## config.mk

```make
export PLATFORM = sky130hd
export DESIGN_NAME = tmcw_lin_unit
export DESIGN_NICKNAME = d
export VERILOG_FILES = /design/src/hdl/tmcw_lin_unit.sv
export SDC_FILE = /design/constraint.sdc
export NUM_CORES = 1
export LEC_CHECK = 0
export BUFFER_PORTS_ARGS = -buffer_cell sky130_fd_sc_hd__buf_2
export CAP_MARGIN = 0
export CORE_AREA = 2 2 39 41
export DETAILED_ROUTE_END_ITERATION = 6
export DIE_AREA = 0 0 41 43
export PLACE_DENSITY = 0.63
export REMOVE_ABC_BUFFERS = 1
export SLEW_MARGIN = 20
export SYNTH_ARGS = -nofsm -noshare
export SYNTH_HDL_FRONTEND = slang
export SYNTH_SLANG_ARGS = --single-unit
```

## constraint.sdc

```tcl
create_clock -name clk -period 2.2 [get_ports clk]
set_input_delay 0.44 -clock clk [delete_from_list [all_inputs] [get_ports clk]]
set_output_delay 0.44 -clock clk [all_outputs]
set_load 0.02 [all_outputs]
```

## src/hdl/tmcw_lin_unit.sv

```systemverilog
`timescale 1ns / 1ps
// ----------------------------------------------------------------------------
// Linear position unit
// Registered row times width plus column, shared by cell addressing and the
// cursor position output.
// ----------------------------------------------------------------------------
module tmcw_lin_unit #(
	parameter int COLUMNS = 80,
	parameter int ROWS    = 25
) (
	input  logic                                    clk,
	input  logic [$clog2(ROWS)-1:0]                 row,
	input  logic [$clog2(COLUMNS+1)-1:0]            col,
	output logic [$clog2(COLUMNS*ROWS+1)-1:0]       lin_q
);

	localparam int LIN_W = $clog2(COLUMNS*ROWS+1);

	always_ff @(posedge clk) begin
		lin_q <= LIN_W'(row) * LIN_W'(COLUMNS) + LIN_W'(col);
	end

endmodule

```

After elaboration in Yosys (flattened, before gate mapping)
Cells that the tools add are included.
{"block": "totals", "out_inout_bits": 11, "wordCells": 3, "inputBits": 13, "register_bits": 11}
{"block": "op_classes", "multipliers": 1, "n_addsub": 1}
{"cell": "$add A11 B7 Y11", "n": 1}
{"cell": "$mul A5 B3 Y7 const B", "n": 1}

Depth between registers and ports, before layout
{"block": "depth", "depth_word": 2, "mapped_depth": 7, "mapped_depth_nobuf": 7}

Least setup slack after synthesis
No wires, ideal clock.
{"block": "synth_path", "path_type": "input to register", "start": "in row[1]", "end": "reg lin_q[10]", "t_required_ns": 2.128, "setup_slack_ns": 0.198, "arrival_time_ns": 1.930, "cell_stages": 7, "path_cell_list": "ha_1 ha_1 fa_1 xor2_1 nand4_1 xnor2_1 xnor2_1"}
{"block": "synth_between", "elab_chain_len": 2}
{"item": "from (decl)", "line": "12", "rtl": "input logic [$clog2(ROWS)-1:0] row,"}
{"item": "$mul A5 B3 Y7", "line": "20", "rtl": "lin_q <= LIN_W'(row) * LIN_W'(COLUMNS) + LIN_W'(col);"}
{"item": "$add A11 B7 Y11", "line": "20"}
{"item": "to (signal assigned)", "line": "20"}
{"item": "to (decl)", "line": "14", "rtl": "output logic [$clog2(COLUMNS*ROWS+1)-1:0] lin_q"}
No other way between the ends.

Worst setup path after layout
Ends and elaborated chain as after synthesis.

==> out/qor.yml <==
cells_and_area:
  syn2layout_area_growth_pct: 36.4
  ff_latch_area_um2: 220
  top_regs: "lin_q x11"
  registers.top_by_ff_count: "lin_q"
  largest_reg_flops: 11
  mostFrequentLayoutCell: "buf_2"
  multiInputGateArea_um2: 264
  antennaDiodeCount: 0
  fillCellCount: 141
  final_nets: 92
  drive_gt1_frac: 0.418
  mostFrequentLayoutCells: "buf_2 (23), dfxtp_1 (11), ha_1 (9), xnor2_1 (4)"
grt:
  grt_max_degree: 7
  grt_pass1_vias: 346
  grt_pass1_wl_um: 1240
  overflow: 0
  grtUsageTotal: 0.117
  antenna_found_initial: 0
timing:
  rsz0062_at_grt: "false"
  setup_ws_ns: 0.306
  fmax_mhz: 528
  drv_slew: 0
  hold_viol_final: 0
  finalSetupViolations: 0
  setup_tns_ns: 0
  slew-limit-headroom: 0.871
  tightest_slew_ns: 0.193
  period_needed_ns: 1.89
  finalCritPeriodShare: 0.861
  hold_slack_ns: 0.281
critical_path:
  worst-endpoint-arrival_ns: 2.08
  endpoint_kind: "flip-flop"
  cp-start-kind: "primary input"
  crit_end: "lin_q[10]$_DFF_P_"
  crit_fanout: 2
  crit_chain: "buf_2 -> ha_1 -> ha_1 -> fa_1 -> xor2_1 -> nand4_1 -> xnor2_1 -> xnor2_1"
  startpoint: "row[1]"
  path_class: "in2reg"
  required_ns: 2.39
  cpPeakStageDelay_ns: 0.38
  cp_slowest_cell: "fa_1"
detailed_routing:
  wl_um: 744
  drt_iter0_drc: 0
  drtAntennaViolNets: 0
  first_pass_iters: 1
  drc_errors: 0
  vias: 353
  wl_per_cell_um: 8.96
  via_per_inst: 4.25
placement:
  port_buffers: 23
  gp_congestion: 0.699
  place_hpwl_um: 675
  dpl_worst_slack_ns: 0.0276
clock_network:
  cts_hold_repair.buffers: 0
  clock-root-buffer: "clkbuf_4"
  clockBufferDepth: 2
  cts.sinks: 11
  post_cts_resized: 0
  htreeDepth: 1
  cts_setup_buffers: 0
  clk_pin_slew_ns: 0.06
  cts_tree: "yes"
  cts_buffers: 3
synthesis:
  syn_inst: 38
  ys_types: 10
  seq_area_frac_synth: 0.455
  synth_warnings: 0
  synth_area_um2: 484
  ys_ff_latch: 11
  avgSynthCellArea_um2: 12.7
power_and_ir_drop:
  peakVddDrop_mv: 0.295
  leakagePower_nw: 0.357
  p_per_area_nw_per_um2: 817
die:
  start_util: 0.350
  io_pins: 24
  dieArea_um2: 1760
  die_h_um: 43
  rows: 14
  core_area_um2: 1380
  die_w_um: 41
outcome:
  status: "completed"
hold_path:
  min_from: "col[3]"
  hp-class: "in2reg"
run:
  max_cap_violations: 0
==> Yosys cell counts <==
library cell | count | share of area
a21o_1 | 3 | 0.047
a21oi_1 | 2 | 0.021
dfxtp_1 | 11 | 0.45
fa_1 | 2 | 0.083
ha_1 | 9 | 0.23
nand2_1 | 2 | 0.016
nand4_1 | 1 | 0.013
nor2_1 | 1 | 0.0077
xnor2_1 | 4 | 0.072
xor2_1 | 3 | 0.054
==> metal layers <==
layer | global-route usage | share of wire
met1 | 0.0993 | 0.37
met2 | 0.181 | 0.51
met3 | 0.0314 | 0.077
met4 | 0.140 | 0.036
met5 | 0 | 0
==> logic make-up (layout without fill, tap and decap cells) <==
group,after synthesis,count (layout),share of synthesized area
and+or+nand+nor,4,4,0.0362
adders and majority gates,11,11,0.315
buffers and inverters,0,29,0
AOI/OAI and AO/OA,5,5,0.0672
xor gates and xnor gates,7,7,0.127
DFF,11,11,0.455
==> through the flow <==
stage | std cells | total power (W) | utilization | instance area (µm²)
6_report | 83 | 0.000540 | 0.477 | 661
2_1_floorplan | 38 | 0.000357 | - | 484
3_5_place_dp | 79 | 0.000421 | 0.458 | 634
3_3_place_gp | 79 | 0.000416 | 0.458 | 634
4_1_cts | 83 | 0.000554 | 0.477 | 661
5_1_grt | 83 | 0.000579 | 0.477 | 661
==> power breakdown <==
group	internal, W	leakage [nW]	switching, W	total [W]
clock network	0.0000699	0.0150	0.0000585	0.000128
logic	0.0000744	0.249	0.0000973	0.000172
registers	0.000233	0.0928	0.00000643	0.000240
total	0.000378	0.357	0.000162	0.000540
==> worst max-delay path, delay by kind of cell <==
family / cells / cell delay, ns
adders and majority gates: 3 / 0.90
xor gates and xnor gates: 3 / 0.52
and+or+nand+nor: 1 / 0.13
buffers and inverters: 1 / 0.10
==> how the worst min path moves through the flow <==
| stage | depth (start not counted) | end | slack, ns |
|---|---|---|---|
| final | 1 | lin_q[3]$_DFF_P_ | 0.28 |
| after global routing | 1 | lin_q[0]$_DFF_P_ | 0.27 |
| after CTS | 1 | lin_q[3]$_DFF_P_ | 0.27 |
| after detailed placement | 1 | lin_q[3]$_DFF_P_ | 0.54 |
| after global placement | 1 | lin_q[0]$_DFF_P_ | 0.54 |
| after floorplan | 0 | lin_q[0]$_DFF_P_ | 0.47 |
==> layout make-up <==
type / instances / share of cell area
clock buffer: 4 / 0.0398
multi-input combinational: 27 / 0.400
sequential: 11 / 0.333
tap: 16 / 0.0303
timing repair buffer: 25 / 0.197
Note: power is estimated with default switching activity, not from simulation.
